## config.mk

```make
export PLATFORM = sky130hd
export DESIGN_NAME = hash_table_with_overflow_area_unit
export DESIGN_NICKNAME = d
export VERILOG_FILES = /design/src/rtl/core/hto_pkg.sv /design/src/rtl/core/hto_ram.sv /design/src/rtl/core/hto_front.sv /design/src/rtl/core/hto_queue.sv /design/src/rtl/core/hto_back.sv /design/src/rtl/core/hash_table_with_overflow_area_unit.sv
export SDC_FILE = /design/constraint.sdc
export NUM_CORES = 1
export LEC_CHECK = 0
export ABC_AREA = 1
export ABC_CLOCK_PERIOD_IN_PS = 6900
export BUFFER_PORTS_ARGS = -buffer_cell sky130_fd_sc_hd__buf_2
export CAP_MARGIN = 15
export CORE_AREA = 2 2 377 379
export DETAILED_ROUTE_END_ITERATION = 10
export DIE_AREA = 0 0 379 381
export HOLD_SLACK_MARGIN = 0.03
export PLACE_DENSITY = 0.54
export SYNTH_ARGS = -nofsm -noshare
export SYNTH_HDL_FRONTEND = slang
export SYNTH_SLANG_ARGS = --single-unit
```

## constraint.sdc

```tcl
create_clock -name clock -period 6.9 [get_ports clock]
set_input_delay 0 -clock clock [delete_from_list [all_inputs] [get_ports clock]]
set_output_delay 0 -clock clock [all_outputs]
set_load 0.01 [all_outputs]
```

## src/rtl/core/hto_pkg.sv

```systemverilog
// Package for the hash table with overflow area: request and result words,
// request, status and slot mark codes, and the controller state types.
// No dependencies.
package hto_pkg;

   localparam int KEY_W     = 31;
   localparam int SLOT_W    = 5;

   localparam logic [1:0] REQ_LOOKUP = 2'd0;
   localparam logic [1:0] REQ_INSERT = 2'd1;
   localparam logic [1:0] REQ_DELETE = 2'd2;

   localparam logic [1:0] ST_DONE      = 2'd0;
   localparam logic [1:0] ST_NOT_FOUND = 2'd1;
   localparam logic [1:0] ST_PRESENT   = 2'd2;
   localparam logic [1:0] ST_FULL      = 2'd3;

   localparam logic [1:0] MARK_EMPTY   = 2'd0;
   localparam logic [1:0] MARK_USED    = 2'd1;
   localparam logic [1:0] MARK_DELETED = 2'd2;

   typedef struct packed {
      logic [1:0]       req_type;
      logic [KEY_W-1:0] key;
   } req_word_type;

   typedef struct packed {
      logic              hit;
      logic [1:0]        status;
      logic [SLOT_W-1:0] slot;
   } rsp_word_type;

   typedef struct packed {
      logic empty;
      logic full;
   } q_status_type;

   typedef enum logic [1:0] {
      F_IDLE,
      F_MUL,
      F_SUB,
      F_PUSH
   } front_state_type;

   typedef enum logic [2:0] {
      B_CLEAR,
      B_IDLE,
      B_HOME,
      B_SCAN,
      B_DECIDE
   } back_state_type;

endpackage

```

## src/rtl/core/hto_ram.sv

```systemverilog
// Generic simple dual-port RAM: one write port, one read port with registered data.
// No dependencies.
module hto_ram #(
   parameter int WIDTH = 8,
   parameter int DEPTH = 16
) (
   input  logic                     clock,
   input  logic                     wr_en,
   input  logic [$clog2(DEPTH)-1:0] wr_addr,
   input  logic [WIDTH-1:0]         wr_data,
   input  logic                     rd_en,
   input  logic [$clog2(DEPTH)-1:0] rd_addr,
   output logic [WIDTH-1:0]         rd_data
);

   logic [WIDTH-1:0] mem_ff [DEPTH];
   logic [WIDTH-1:0] rd_data_ff;

   always_ff @(posedge clock) begin
      if (wr_en) begin
         mem_ff[wr_addr] <= wr_data;
      end
      if (rd_en) begin
         rd_data_ff <= mem_ff[rd_addr];
      end
   end

   assign rd_data = rd_data_ff;

endmodule

```

## src/rtl/core/hto_front.sv

```systemverilog
// Front end: takes a request word and works out its home slot, the key modulo
// the number of home slots, by a constant reciprocal multiply. Depends on hto_pkg.
module hto_front import hto_pkg::*; #(
   parameter int PRIME_SLOTS = 16
) (
   input  logic                                  clock,
   input  logic                                  reset,
   input  logic                                  start,
   input  req_word_type                          req_word,
   input  logic                                  clearing,
   input  q_status_type                          q_status,
   output logic                                  busy,
   output logic                                  push,
   output logic [$clog2(PRIME_SLOTS)+KEY_W+1:0]  push_data
);

   localparam int HW    = $clog2(PRIME_SLOTS);
   localparam int MW    = KEY_W + 1;
   localparam int PW    = KEY_W + MW;
   localparam int SHIFT = KEY_W + HW;
   localparam logic [63:0] RECIP_NUM = 64'd1 << SHIFT;
   // Rounded-up reciprocal; exact quotients for every key of KEY_W bits.
   localparam logic [MW-1:0] RECIP =
      MW'((RECIP_NUM + 64'(PRIME_SLOTS) - 64'd1) / 64'(PRIME_SLOTS));
   localparam logic [HW-1:0] P_LOW = HW'(PRIME_SLOTS);

   front_state_type  state_ff, state_in;
   req_word_type     req_ff, req_in;
   logic [HW-1:0]    quot_ff, quot_in;
   logic [HW-1:0]    rem_ff, rem_in;
   logic [PW-1:0]    product;

   assign product = PW'(req_ff.key) * PW'(RECIP);

   always_comb begin
      state_in = state_ff;
      req_in   = req_ff;
      quot_in  = quot_ff;
      rem_in   = rem_ff;
      push     = 1'b0;
      case (state_ff)
         F_IDLE: begin
            if (start && !clearing) begin
               req_in   = req_word;
               state_in = F_MUL;
            end
         end
         F_MUL: begin
            // Only the low bits of the quotient matter for the remainder.
            quot_in  = product[SHIFT +: HW];
            state_in = F_SUB;
         end
         F_SUB: begin
            rem_in   = req_ff.key[HW-1:0] - quot_ff * P_LOW;
            state_in = F_PUSH;
         end
         F_PUSH: begin
            if (!q_status.full) begin
               push     = 1'b1;
               state_in = F_IDLE;
            end
         end
         default: begin
            state_in = F_IDLE;
         end
      endcase
   end

   always_ff @(posedge clock) begin
      if (reset) begin
         state_ff <= F_IDLE;
      end else begin
         state_ff <= state_in;
      end
      req_ff  <= req_in;
      quot_ff <= quot_in;
      rem_ff  <= rem_in;
   end

   assign busy      = (state_ff != F_IDLE) || clearing;
   assign push_data = {rem_ff, req_ff};

endmodule

```

## src/rtl/core/hto_queue.sv

```systemverilog
// Two-word queue between the front end and the table controller.
// Depends on hto_pkg.
module hto_queue import hto_pkg::*; #(
   parameter int WIDTH = 8
) (
   input  logic             clock,
   input  logic             reset,
   input  logic             push,
   input  logic [WIDTH-1:0] push_data,
   input  logic             pop,
   output logic [WIDTH-1:0] head_data,
   output q_status_type     q_status
);

   logic [WIDTH-1:0] data_ff [2];
   logic             wr_ptr_ff, wr_ptr_in;
   logic             rd_ptr_ff, rd_ptr_in;
   logic [1:0]       cnt_ff, cnt_in;

   always_comb begin
      wr_ptr_in = push ? !wr_ptr_ff : wr_ptr_ff;
      rd_ptr_in = pop ? !rd_ptr_ff : rd_ptr_ff;
      cnt_in    = cnt_ff + 2'(push) - 2'(pop);
   end

   always_ff @(posedge clock) begin
      if (reset) begin
         wr_ptr_ff <= 1'b0;
         rd_ptr_ff <= 1'b0;
         cnt_ff    <= '0;
      end else begin
         wr_ptr_ff <= wr_ptr_in;
         rd_ptr_ff <= rd_ptr_in;
         cnt_ff    <= cnt_in;
      end
      if (push) begin
         data_ff[wr_ptr_ff] <= push_data;
      end
   end

   assign head_data      = data_ff[rd_ptr_ff];
   assign q_status.empty = (cnt_ff == 2'd0);
   assign q_status.full  = (cnt_ff == 2'd2);

endmodule

```

## src/rtl/core/hto_back.sv

```systemverilog
// Table controller: clears the slot marks after reset, then carries out queued
// requests against the key and mark RAMs. Depends on hto_pkg and hto_ram.
module hto_back import hto_pkg::*; #(
   parameter int PRIME_SLOTS    = 16,
   parameter int OVERFLOW_SLOTS = 8
) (
   input  logic                                 clock,
   input  logic                                 reset,
   input  logic [$clog2(PRIME_SLOTS)+KEY_W+1:0] head_data,
   input  q_status_type                         q_status,
   output logic                                 pop,
   output logic                                 clearing,
   output logic                                 rsp_valid,
   output rsp_word_type                         rsp_word
);

   localparam int HW    = $clog2(PRIME_SLOTS);
   localparam int TOTAL = PRIME_SLOTS + OVERFLOW_SLOTS;
   localparam int AW    = $clog2(TOTAL);
   localparam int UW    = $clog2(OVERFLOW_SLOTS + 1);
   localparam int REQ_W = $bits(req_word_type);

   back_state_type state_ff, state_in;
   req_word_type   item_ff, item_in;
   logic [HW-1:0]  home_ff, home_in;
   logic           found_ff, found_in;
   logic           found_home_ff, found_home_in;
   logic [AW-1:0]  where_ff, where_in;
   logic [1:0]     home_mark_ff, home_mark_in;
   logic [UW-1:0]  idx_ff, idx_in;
   logic [UW-1:0]  used_ff, used_in;
   logic [HW-1:0]  clr_ff, clr_in;
   logic           rsp_valid_ff, rsp_valid_in;
   rsp_word_type   rsp_word_ff, rsp_word_in;

   logic             key_wr_en, key_rd_en;
   logic [AW-1:0]    key_wr_addr, key_rd_addr;
   logic [KEY_W-1:0] key_wr_data, key_rd_data;
   logic             mark_wr_en, mark_rd_en;
   logic [HW-1:0]    mark_wr_addr, mark_rd_addr;
   logic [1:0]       mark_wr_data, mark_rd_data;

   req_word_type  head_req;
   logic [HW-1:0] head_home;
   logic [UW-1:0] idx_plus;
   logic [AW-1:0] ovf_addr;

   assign head_req  = req_word_type'(head_data[REQ_W-1:0]);
   assign head_home = head_data[REQ_W+HW-1:REQ_W];
   assign idx_plus  = idx_ff + UW'(1);
   assign ovf_addr  = AW'(PRIME_SLOTS) + AW'(used_ff);

   hto_ram #(.WIDTH(KEY_W), .DEPTH(TOTAL)) u_key_ram (
      .clock   (clock),
      .wr_en   (key_wr_en),
      .wr_addr (key_wr_addr),
      .wr_data (key_wr_data),
      .rd_en   (key_rd_en),
      .rd_addr (key_rd_addr),
      .rd_data (key_rd_data)
   );

   hto_ram #(.WIDTH(2), .DEPTH(PRIME_SLOTS)) u_mark_ram (
      .clock   (clock),
      .wr_en   (mark_wr_en),
      .wr_addr (mark_wr_addr),
      .wr_data (mark_wr_data),
      .rd_en   (mark_rd_en),
      .rd_addr (mark_rd_addr),
      .rd_data (mark_rd_data)
   );

   always_comb begin
      state_in      = state_ff;
      item_in       = item_ff;
      home_in       = home_ff;
      found_in      = found_ff;
      found_home_in = found_home_ff;
      where_in      = where_ff;
      home_mark_in  = home_mark_ff;
      idx_in        = idx_ff;
      used_in       = used_ff;
      clr_in        = clr_ff;
      rsp_valid_in  = 1'b0;
      rsp_word_in   = rsp_word_ff;
      pop           = 1'b0;
      key_wr_en     = 1'b0;
      key_wr_addr   = ovf_addr;
      key_wr_data   = item_ff.key;
      key_rd_en     = 1'b0;
      key_rd_addr   = AW'(PRIME_SLOTS) + AW'(idx_ff);
      mark_wr_en    = 1'b0;
      mark_wr_addr  = home_ff;
      mark_wr_data  = MARK_USED;
      mark_rd_en    = 1'b0;
      mark_rd_addr  = head_home;
      case (state_ff)
         B_CLEAR: begin
            mark_wr_en   = 1'b1;
            mark_wr_addr = clr_ff;
            mark_wr_data = MARK_EMPTY;
            clr_in       = clr_ff + HW'(1);
            if (clr_ff == HW'(PRIME_SLOTS - 1)) begin
               state_in = B_IDLE;
            end
         end
         B_IDLE: begin
            if (!q_status.empty) begin
               pop           = 1'b1;
               item_in       = head_req;
               home_in       = head_home;
               found_in      = 1'b0;
               found_home_in = 1'b0;
               where_in      = '0;
               key_rd_en     = 1'b1;
               key_rd_addr   = AW'(head_home);
               mark_rd_en    = 1'b1;
               state_in      = B_HOME;
            end
         end
         B_HOME: begin
            home_mark_in = mark_rd_data;
            if (mark_rd_data == MARK_USED && key_rd_data == item_ff.key) begin
               found_in      = 1'b1;
               found_home_in = 1'b1;
               where_in      = AW'(home_ff);
               state_in      = B_DECIDE;
            end else if (used_ff == '0) begin
               state_in = B_DECIDE;
            end else begin
               idx_in      = '0;
               key_rd_en   = 1'b1;
               key_rd_addr = AW'(PRIME_SLOTS);
               state_in    = B_SCAN;
            end
         end
         B_SCAN: begin
            // Every overflow entry below the fill count holds a live key.
            if (key_rd_data == item_ff.key) begin
               found_in = 1'b1;
               where_in = AW'(PRIME_SLOTS) + AW'(idx_ff);
               state_in = B_DECIDE;
            end else if (idx_plus == used_ff) begin
               state_in = B_DECIDE;
            end else begin
               idx_in      = idx_plus;
               key_rd_en   = 1'b1;
               key_rd_addr = AW'(PRIME_SLOTS) + AW'(idx_plus);
            end
         end
         B_DECIDE: begin
            rsp_valid_in       = 1'b1;
            rsp_word_in.hit    = found_ff;
            rsp_word_in.status = ST_NOT_FOUND;
            rsp_word_in.slot   = '0;
            case (item_ff.req_type)
               REQ_INSERT: begin
                  if (found_ff) begin
                     rsp_word_in.status = ST_PRESENT;
                     rsp_word_in.slot   = SLOT_W'(where_ff);
                  end else if (home_mark_ff == MARK_EMPTY) begin
                     key_wr_en          = 1'b1;
                     key_wr_addr        = AW'(home_ff);
                     mark_wr_en         = 1'b1;
                     rsp_word_in.status = ST_DONE;
                     rsp_word_in.slot   = SLOT_W'(home_ff);
                  end else if (used_ff < UW'(OVERFLOW_SLOTS)) begin
                     key_wr_en          = 1'b1;
                     used_in            = used_ff + UW'(1);
                     rsp_word_in.status = ST_DONE;
                     rsp_word_in.slot   = SLOT_W'(ovf_addr);
                  end else begin
                     rsp_word_in.status = ST_FULL;
                  end
               end
               REQ_DELETE: begin
                  if (found_home_ff) begin
                     mark_wr_en         = 1'b1;
                     mark_wr_data       = MARK_DELETED;
                     rsp_word_in.status = ST_DONE;
                     rsp_word_in.slot   = SLOT_W'(home_ff);
                  end else if (found_ff) begin
                     rsp_word_in.slot = SLOT_W'(where_ff);
                  end
               end
               default: begin
                  // Lookup, and the unused request code handled as one.
                  if (found_ff) begin
                     rsp_word_in.status = ST_DONE;
                     rsp_word_in.slot   = SLOT_W'(where_ff);
                  end
               end
            endcase
            state_in = B_IDLE;
         end
         default: begin
            state_in = B_IDLE;
         end
      endcase
   end

   always_ff @(posedge clock) begin
      if (reset) begin
         state_ff     <= B_CLEAR;
         clr_ff       <= '0;
         used_ff      <= '0;
         idx_ff       <= '0;
         rsp_valid_ff <= 1'b0;
      end else begin
         state_ff     <= state_in;
         clr_ff       <= clr_in;
         used_ff      <= used_in;
         idx_ff       <= idx_in;
         rsp_valid_ff <= rsp_valid_in;
      end
      item_ff       <= item_in;
      home_ff       <= home_in;
      found_ff      <= found_in;
      found_home_ff <= found_home_in;
      where_ff      <= where_in;
      home_mark_ff  <= home_mark_in;
      rsp_word_ff   <= rsp_word_in;
   end

   assign clearing  = (state_ff == B_CLEAR);
   assign rsp_valid = rsp_valid_ff;
   assign rsp_word  = rsp_word_ff;

endmodule

```

## src/rtl/core/hash_table_with_overflow_area_unit.sv

```systemverilog
// Top level of the hash table with overflow area: front end, queue and table
// controller. Depends on hto_pkg, hto_front, hto_queue and hto_back.

// A keyed set in a hash table of PRIME_SLOTS home slots and an overflow area of
// OVERFLOW_SLOTS entries. A request word is taken when start is high and busy is
// low; each request gives exactly one result word, shown for one cycle with
// rsp_valid high, and the receiver cannot hold it off. After reset the block
// clears its slot marks, one per cycle, and stays busy until all are cleared.
// The front end finds the home slot with a multiply by a constant reciprocal,
// through its multiply, subtract and push states, and can take the next word while
// the controller works; it waits in its push state while the queue is full. The
// controller reads the home slot, then, unless the home slot holds the key, compares
// overflow entries one by one, up to the number in use, and then decides; a two-word
// queue lies between the two parts.
module hash_table_with_overflow_area_unit import hto_pkg::*; #(
   parameter int PRIME_SLOTS    = 16,
   parameter int OVERFLOW_SLOTS = 8
) (
   input  logic         clock,
   input  logic         reset,
   input  logic         start,
   output logic         busy,
   input  req_word_type req_word,
   output logic         rsp_valid,
   output rsp_word_type rsp_word
);

   localparam int QW = $clog2(PRIME_SLOTS) + KEY_W + 2;

   q_status_type  q_status;
   logic          push, pop, clearing;
   logic [QW-1:0] push_data, head_data;

   hto_front #(.PRIME_SLOTS(PRIME_SLOTS)) u_front (
      .clock     (clock),
      .reset     (reset),
      .start     (start),
      .req_word  (req_word),
      .clearing  (clearing),
      .q_status  (q_status),
      .busy      (busy),
      .push      (push),
      .push_data (push_data)
   );

   hto_queue #(.WIDTH(QW)) u_queue (
      .clock     (clock),
      .reset     (reset),
      .push      (push),
      .push_data (push_data),
      .pop       (pop),
      .head_data (head_data),
      .q_status  (q_status)
   );

   hto_back #(
      .PRIME_SLOTS    (PRIME_SLOTS),
      .OVERFLOW_SLOTS (OVERFLOW_SLOTS)
   ) u_back (
      .clock     (clock),
      .reset     (reset),
      .head_data (head_data),
      .q_status  (q_status),
      .pop       (pop),
      .clearing  (clearing),
      .rsp_valid (rsp_valid),
      .rsp_word  (rsp_word)
   );

`ifndef SYNTHESIS
   // Result words never come back to back.
   assert property (@(posedge clock) disable iff (reset) rsp_valid |=> !rsp_valid)
      else $error("result words on consecutive cycles");

   assert property (@(posedge clock) disable iff (reset)
      (rsp_valid && rsp_word.status == ST_FULL) |-> (!rsp_word.hit && rsp_word.slot == '0))
      else $error("full result with a hit or a slot");

   assert property (@(posedge clock) disable iff (reset)
      (rsp_valid && rsp_word.status == ST_PRESENT) |-> rsp_word.hit)
      else $error("already-present result without a hit");

   assert property (@(posedge clock) disable iff (reset)
      (rsp_valid && !rsp_word.hit && rsp_word.status == ST_NOT_FOUND)
         |-> (rsp_word.slot == '0))
      else $error("miss reports a slot");

   // While the marks are being cleared no request may be taken.
   assert property (@(posedge clock) disable iff (reset) clearing |-> busy)
      else $error("request port open during the clearing pass");
`endif

endmodule

```

## Word level (Yosys, flattened, before mapping)

Memories as Yosys holds them, arrays and structs flattened. A register that Yosys moved wholly into a read port is not among the register bits.
Index checks and enable logic that the tools add are counted.

| storage, ports and cells | value |
|---|---|
| memory bits (writable) | 850 |
| memories kept | 3 |
| input bits | 36 |
| bits in registers | 113 |

| operators by class | value |
|---|---|
| equality and inequality tests | 25 |
| bitwise logic cells | 3 |
| $add $sub $neg | 8 |
| multiplexer cells | 75 |
| reduce and logical (&&, ||, !) cells | 23 |
| magnitude comparators | 1 |

Memories:

| name | words | width | read ports | clocked after Yosys merged registers in | write ports | RTL line | text |
|---|---|---|---|---|---|---|---|
| u_back.u_key_ram.mem_ff | 24 | 31 | 1 | 1 | 1 | hto_ram.sv:16 | `logic [WIDTH-1:0] mem_ff [DEPTH];` |
| u_queue.data_ff | 2 | 37 | 1 | 1 | 1 | hto_queue.sv:15 | `logic [WIDTH-1:0] data_ff [2];` |
| u_back.u_mark_ram.mem_ff | 16 | 2 | 1 | 1 | 1 | hto_ram.sv:16 |  |

Operators by type and width:

| operator | number |
|---|---|
| $mux W5 | 15 |
| $eq A31 B31 Y1 | 1 |
| $pmux W5 S3 | 2 |
| $mux W1 | 29 |
| $mux W4 | 5 |
| $mux W3 | 6 |
| $add A5 B4 Y5 const A | 3 |
| $mux W7 | 2 |
| $pmux W7 S2 | 1 |
| $add A4 B1 Y4 const B | 3 |
| $ne A2 B2 Y1 const B | 6 |
| $pmux W3 S4 | 1 |
| $mux W2 | 5 |
| $reduce_and A5 Y1 | 2 |
| $eq A2 B2 Y1 const B | 4 |
| $ne A2 B1 Y1 const B | 4 |
| $pmux W2 S4 | 1 |
| $pmux W4 S2 | 1 |
| $eq A2 B1 Y1 const B | 3 |
| $eq A3 B2 Y1 const B | 2 |
| $logic_not A2 Y1 | 3 |
| $mux W6 | 1 |
| $pmux W1 S2 | 3 |
| $pmux W1 S3 | 2 |
| 20 further kinds | 30 |

## Longest topological paths before layout

| depth | value |
|---|---|
| depth in word-level cells | 8 |
| gate-level depth with buffers | 23 |
| depth with buffers taken out | 21 |

## Cells and area by module

From an unflattened synthesis, not the netlist that was laid out.

| unflattened totals | value |
|---|---|
| cell total of the unflattened synthesis | 3,583 |
| area total of the unflattened synthesis | 41,771.3 µm² |

By module, submodules not included:

| module | area an instance (µm²) | cells an instance | instances |
|---|---|---|---|
| hto_ram at u_back.u_key_ram | 32,341.0 | 2,834 | 1 |
| hto_back | 3,544.6 | 380 | 1 |
| hto_queue | 3,046.7 | 146 | 1 |
| hto_ram at u_back.u_mark_ram | 1,551.5 | 159 | 1 |
| hto_front | 1,287.5 | 64 | 1 |

## Worst setup path before layout

Ideal clock, no wire load.

| timing | value |
|---|---|
| path kind | reg-to-reg |
| from | register u_back.state_ff[0] |
| to | memory u_back.u_key_ram.mem_ff[23][0] (netlist bit) (enable) |
| arrival | 3.038 ns |
| data required time | 6.479 ns |
| path slack | 3.441 ns |
| cell stages (with the launch flop) | 10 |
| period minus slack after synthesis | 3.459 ns |
| cell sequence | dfxtp_1 nor2_1 inv_1 nor2_1 nand2_1 inv_1 o21ai_0 inv_1 nand3_1 nor2_1 |

| between the ends | value |
|---|---|
| word-level cells in the longest chain between the ends | 4 |
| elaborated cells between the ends (all ways) | 5 |
| classes of those cells | 1 x eq/ne; 4 x mux |

Ends and longest elaborated chain:

| what | RTL line | text |
|---|---|---|
| from (decl) | hto_back.sv:23 | `back_state_type state_ff, state_in;` |
| from (signal assigned) | hto_back.sv:210 | `state_ff <= state_in;` |
| $eq A3 B3 Y1 * | hto_back.sv:97 | `case (state_ff)` |
| $mux W1 | hto_back.sv:97 |  |
| $mux W1 | hto_ram.sv:20 | `if (wr_en) begin` |
| $mux W1 (implied by the code) | hto_ram.sv:21 | `mem_ff[wr_addr] <= wr_data;` |
| to (decl) | hto_ram.sv:16 |  |

Mark *: on every way between the ends. The rest lies on a longest branch, timed or not.

## Worst setup path after layout

| timing | value |
|---|---|
| from | register u_back.item_ff (netlist bit u_back.key_wr_data[2]) |
| to | register u_back.u_key_ram.rd_data_ff[7], in the netlist u_back.u_key_ram.rd_data[7] (read register of u_back.u_key_ram.mem_ff) (data pin) |

| between the ends | value |
|---|---|
| word-level cells in the longest chain between the ends | 4 |
| elaborated cells between the ends (all ways) | 8 |
| classes of those cells | 1 x eq/ne; 6 x mux; 1 x reduce/logical |

Ends and longest elaborated chain:

| what | RTL line | text |
|---|---|---|
| from (decl) | hto_back.sv:24 | `req_word_type item_ff, item_in;` |
| from (signal assigned) | hto_back.sv:216 | `item_ff <= item_in;` |
| $eq A31 B31 Y1 * | hto_back.sv:123, hto_back.sv:139 |  |
| $logic_and A1 B1 Y1 | hto_back.sv:123 | `if (mark_rd_data == MARK_USED && key_rd_data == item_ff.key) begin` |
| $mux W5 / $mux W1 (equally long branches) | hto_back.sv:123 |  |
| $pmux W5 S3 / $pmux W1 S3 (equally long branches) | hto_back.sv:97 |  |
| to (decl) | hto_ram.sv:17 | `logic [WIDTH-1:0] rd_data_ff;` |

Marks and branches as above.
A chain may end at the register's enable or synchronous reset.

==> metrics.md <==
| Metric | Value |
|---|---|
| Outcome | `finished clean` |
| CP max FO | `106` |
| EDFF count, synth | `974` |
| Final min period | `5.01 ns` |
| Buffer count from post-CTS setup fixing | `0` |
| Layout cells sized above 1 | `0.0916` |
| Vias in the first global route | `25020` |
| Chip height | `381 um` |
| Via Count | `26133` |
| First-pass GRT wire length | `162000 um` |
| Area grow syn2layout | `15.5%` |
| Hpwl dp | `56700 um` |
| IO Count | `46` |
| DRC violations left | `0` |
| Clock buffer depth | `3` |
| CTS tree | `built` |
| Routability cong. | `0.789` |
| Dpl ws | `1.85 ns` |
| GRT overflow | `0` |
| Slew Viols, Final | `0` |
| Reg2Reg Depth | `20` |
| Crit share post-route | `0.726` |
| Initial Utilization | `0.298` |
| IR drop worst, VDD | `0.000205 V` |
| Filler cells | `13906` |
| Reg2reg setup slack | `1.89 ns` |
| CP Cell Sequence | `xnor2_1, nand2_1, nor2_1, nand2_1, nor2_1, nand2_1, nand2_2, nand2_1, nand3_2, nand2_8, nand2_8, buf_12, buf_4, nand2_1, nand3_1, nand3_1, nand3_1, nand2_1, nand2_1, nand2_1` |
| Drt wl/cell | `19.5 um` |
| Worst path max stage delay | `0.73 ns` |
| Ys flop type | `edfxtp_1` |
| Yosys top cell area share | `0.699` |
| Fin nets | `3652` |
| Post-synth ARST share | `0` |
| Die X | `379 um` |
| Worst setup margin | `1.89 ns` |
| Crit Reg-Reg Startpoint | `u_back.key_wr_data[2]$_DFFE_PP_` |
| Worst path slowest cell | `edfxtp_1` |
| Clk pin slew, worst setup/hold paths | `0.06 ns` |
| Antenna Nets Post-Route | `0` |
| R2R Path End | `u_back.u_key_ram.rd_data[7]$_DFFE_PP_` |
| Power Density | `254 nW/um^2` |
| Endpoints failing hold | `0` |
| Core Rows | `138` |
| Post-Syn Area per Cell | `11.9 sq um` |
| Hold path start | `req_word[32]` |
| Yosys Warn Count | `0` |
| Yosys reg bits | `997` |
| Synth top area cells | `edfxtp_1 (70%), nand3_1 (7.7%), inv_1 (5.0%), nand2_1 (4.0%), nand3b_1 (2.2%)` |
| Min-Delay Endpoint | `u_front.push_data[32]$_DFFE_PP_` |
| Syn Nets | `3562` |
| Critical Path RT | `7.32 ns` |
| Worst hold path depth | `2` |
| Die area | `144000 sq um` |
| Worst Skew | `0.0202 ns` |
| Post-Route WL | `109000 um` |
| Setup violators final | `0` |
| Clock sink count | `997` |
| CP top delay family | `simple AND/OR/NAND/NOR gates` |
| 1st-iter DRT viols | `2206` |
| Buffers & Inverters on Critical Path | `2` |
| Slew headroom | `0.202` |
| Drt via density | `4.68` |
| Post-Syn Area | `41800 sq um` |
| CTS Root Cell | `clkbuf_16` |
| Core ar. | `141000 sq um` |
| GRT Total Usage | `0.149` |
| Setup tns final | `0 ns` |
| Mapped Cells | `3515` |
| Worst Max-Slew Pin Slew | `1.19 ns` |
| Crit path capture type | `flop` |
| Register area share after synthesis | `0.710` |
| Initial antenna violation count | `3` |
| WP depth | `20` |
| Min-Delay Path Class | `in2reg` |
| Post-synth top area cell | `edfxtp_1` |
| CP startpoint kind | `flop` |
| Largest net degree at the start of global routing | `185` |
| Antenna diode count | `0` |
| # H-tree levels | `3` |
| Distinct cells, synth | `40` |
| Critical path class | `reg2reg` |
| 1st-pass router iterations | `5` |
| RSZ-0062 raised after global routing | `false` |
| IO buf count | `45` |
| Leak pwr | `17.7 nW` |
| Clk_lat worst skew | `0.67 ns` |
| Most numerous cell on the critical path | `nand2_1` |
| Fmax | `200 MHz` |
| Worst Path Arrival | `5.43 ns` |
| Number of buffers created by CTS | `103` |
| Max_cap viols | `0` |
-- what timing repair did --
item                                   4_1_cts  5_1_grt
resized for setup                            0        0
hold buffers                                65        0
endpoints found under the hold margin       72        0
-- Yosys cell counts (3+ instances only) --
library cell,instances
nand2_1,444
mux2_2,34
xnor2_1,27
o21ai_0,156
a21oi_1,109
buf_4,32
inv_2,6
a32o_1,3
clkbuf_1,37
o211ai_1,36
edfxtp_1,974
nand3_2,3
nor3_1,4
dfxtp_1,23
nor2_1,119
inv_1,553
nand3_1,646
xor2_1,4
ha_1,11
o22ai_1,4
buf_1,9
buf_2,111
o21ai_1,24
nand3b_1,124
-- final cells by class --
type / instances / area (sq um) / area share
tap: 1890 / 2360 / 0.0489
timing repair buffer: 175 / 1520 / 0.0315
clock buffer: 125 / 2720 / 0.0564
inverter: 560 / 2110 / 0.0437
clock inverter: 65 / 594 / 0.0123
sequential: 997 / 29700 / 0.615
multi-input combinational: 1768 / 9310 / 0.193
-- state kept, by name, summed over array words and instances (netlist names), 5 cells and up, named ones only --
name,count
u_back.u_mark_ram.mem_ff,32
u_back.where_ff,5
u_back.u_key_ram.rd_data,31
u_queue.data_ff,74
u_back.u_key_ram.mem_ff,744
u_back.key_wr_data,31
u_back.rsp_word,8
u_front.push_data,33
-- where the power goes --
group	switching (mW)	total [mW]	internal (mW)	leakage, nW
sequential	0.0130	6.61	6.60	8.94
combinational	0.0996	0.168	0.0688	7.18
clock	2.32	5.50	3.18	1.61
-- worst max path at each step --
stage                                          from                                       end  slack [ns]
floorplan           u_back.state_ff[0]$_SDFFE_PP0P_  u_back.u_key_ram.mem_ff[23][0]$_DFFE_PP_        3.44
global placement    u_back.key_wr_data[2]$_DFFE_PP_     u_back.u_key_ram.rd_data[7]$_DFFE_PP_        1.81
detailed placement  u_back.key_wr_data[2]$_DFFE_PP_     u_back.u_key_ram.rd_data[7]$_DFFE_PP_        1.85
CTS                 u_back.key_wr_data[2]$_DFFE_PP_     u_back.u_key_ram.rd_data[7]$_DFFE_PP_        1.83
global route        u_back.key_wr_data[2]$_DFFE_PP_     u_back.u_key_ram.rd_data[7]$_DFFE_PP_        1.50
finish              u_back.key_wr_data[2]$_DFFE_PP_     u_back.u_key_ram.rd_data[7]$_DFFE_PP_        1.89
-- kinds of logic after synthesis --
group	share of synthesized area
AND/OR/NAND/NOR	0.153
flip-flops	0.710
buffers and inverters	0.0737
AO/OA/AOI/OAI	0.0446
multiplexers	0.00915
XOR/XNOR	0.00649
adder cells (fa/ha/maj)	0.00329
-- layer usage --
layer	track usage	part of all wire	vias up
li1	-	-	12329
met1	0.200	0.44	12933
met2	0.250	0.48	726
met3	0.0200	0.054	143
met4	0.0420	0.021	2
met5	0	0.00012	-
-- cell usage in the layout, fill, tap and decap left out, drive strengths merged, types with 4 or more instances in the layout --
master / netlist / routed
a21oi: 110 / 110
buf: 153 / 110
bufinv: 0 / 10
clkbuf: 37 / 125
clkinv: 1 / 48
clkinvlp: 0 / 6
dfxtp: 23 / 23
dlygate4sd3: 0 / 65
edfxtp: 974 / 974
ha: 11 / 11
inv: 559 / 561
mux2: 34 / 34
nand2: 447 / 447
nand3: 649 / 649
nand3b: 124 / 124
nor2: 120 / 120
nor3: 5 / 5
o211ai: 36 / 36
o21ai: 180 / 180
o22ai: 4 / 4
xnor2: 27 / 27
xor2: 4 / 4
-- stage by stage --
| step | util | std cells | hold WS [ns] | total power, mW | cell area (sq um) |
|---|---|---|---|---|---|
| detailed placement | 0.316 | 5324 | 0.178 | 6.88 | 44400 |
| finish | 0.344 | 5580 | 0.0822 | 12.3 | 48300 |
| global placement | 0.315 | 5323 | 0.178 | 6.88 | 44300 |
| CTS | 0.344 | 5579 | 0.0415 | 12.4 | 48300 |
| floorplan | - | 3515 | 0.0691 | 6.82 | 41800 |
| global route | 0.344 | 5580 | 0.0551 | 12.7 | 48300 |
Note: power is estimated with default switching activity, not from simulation.
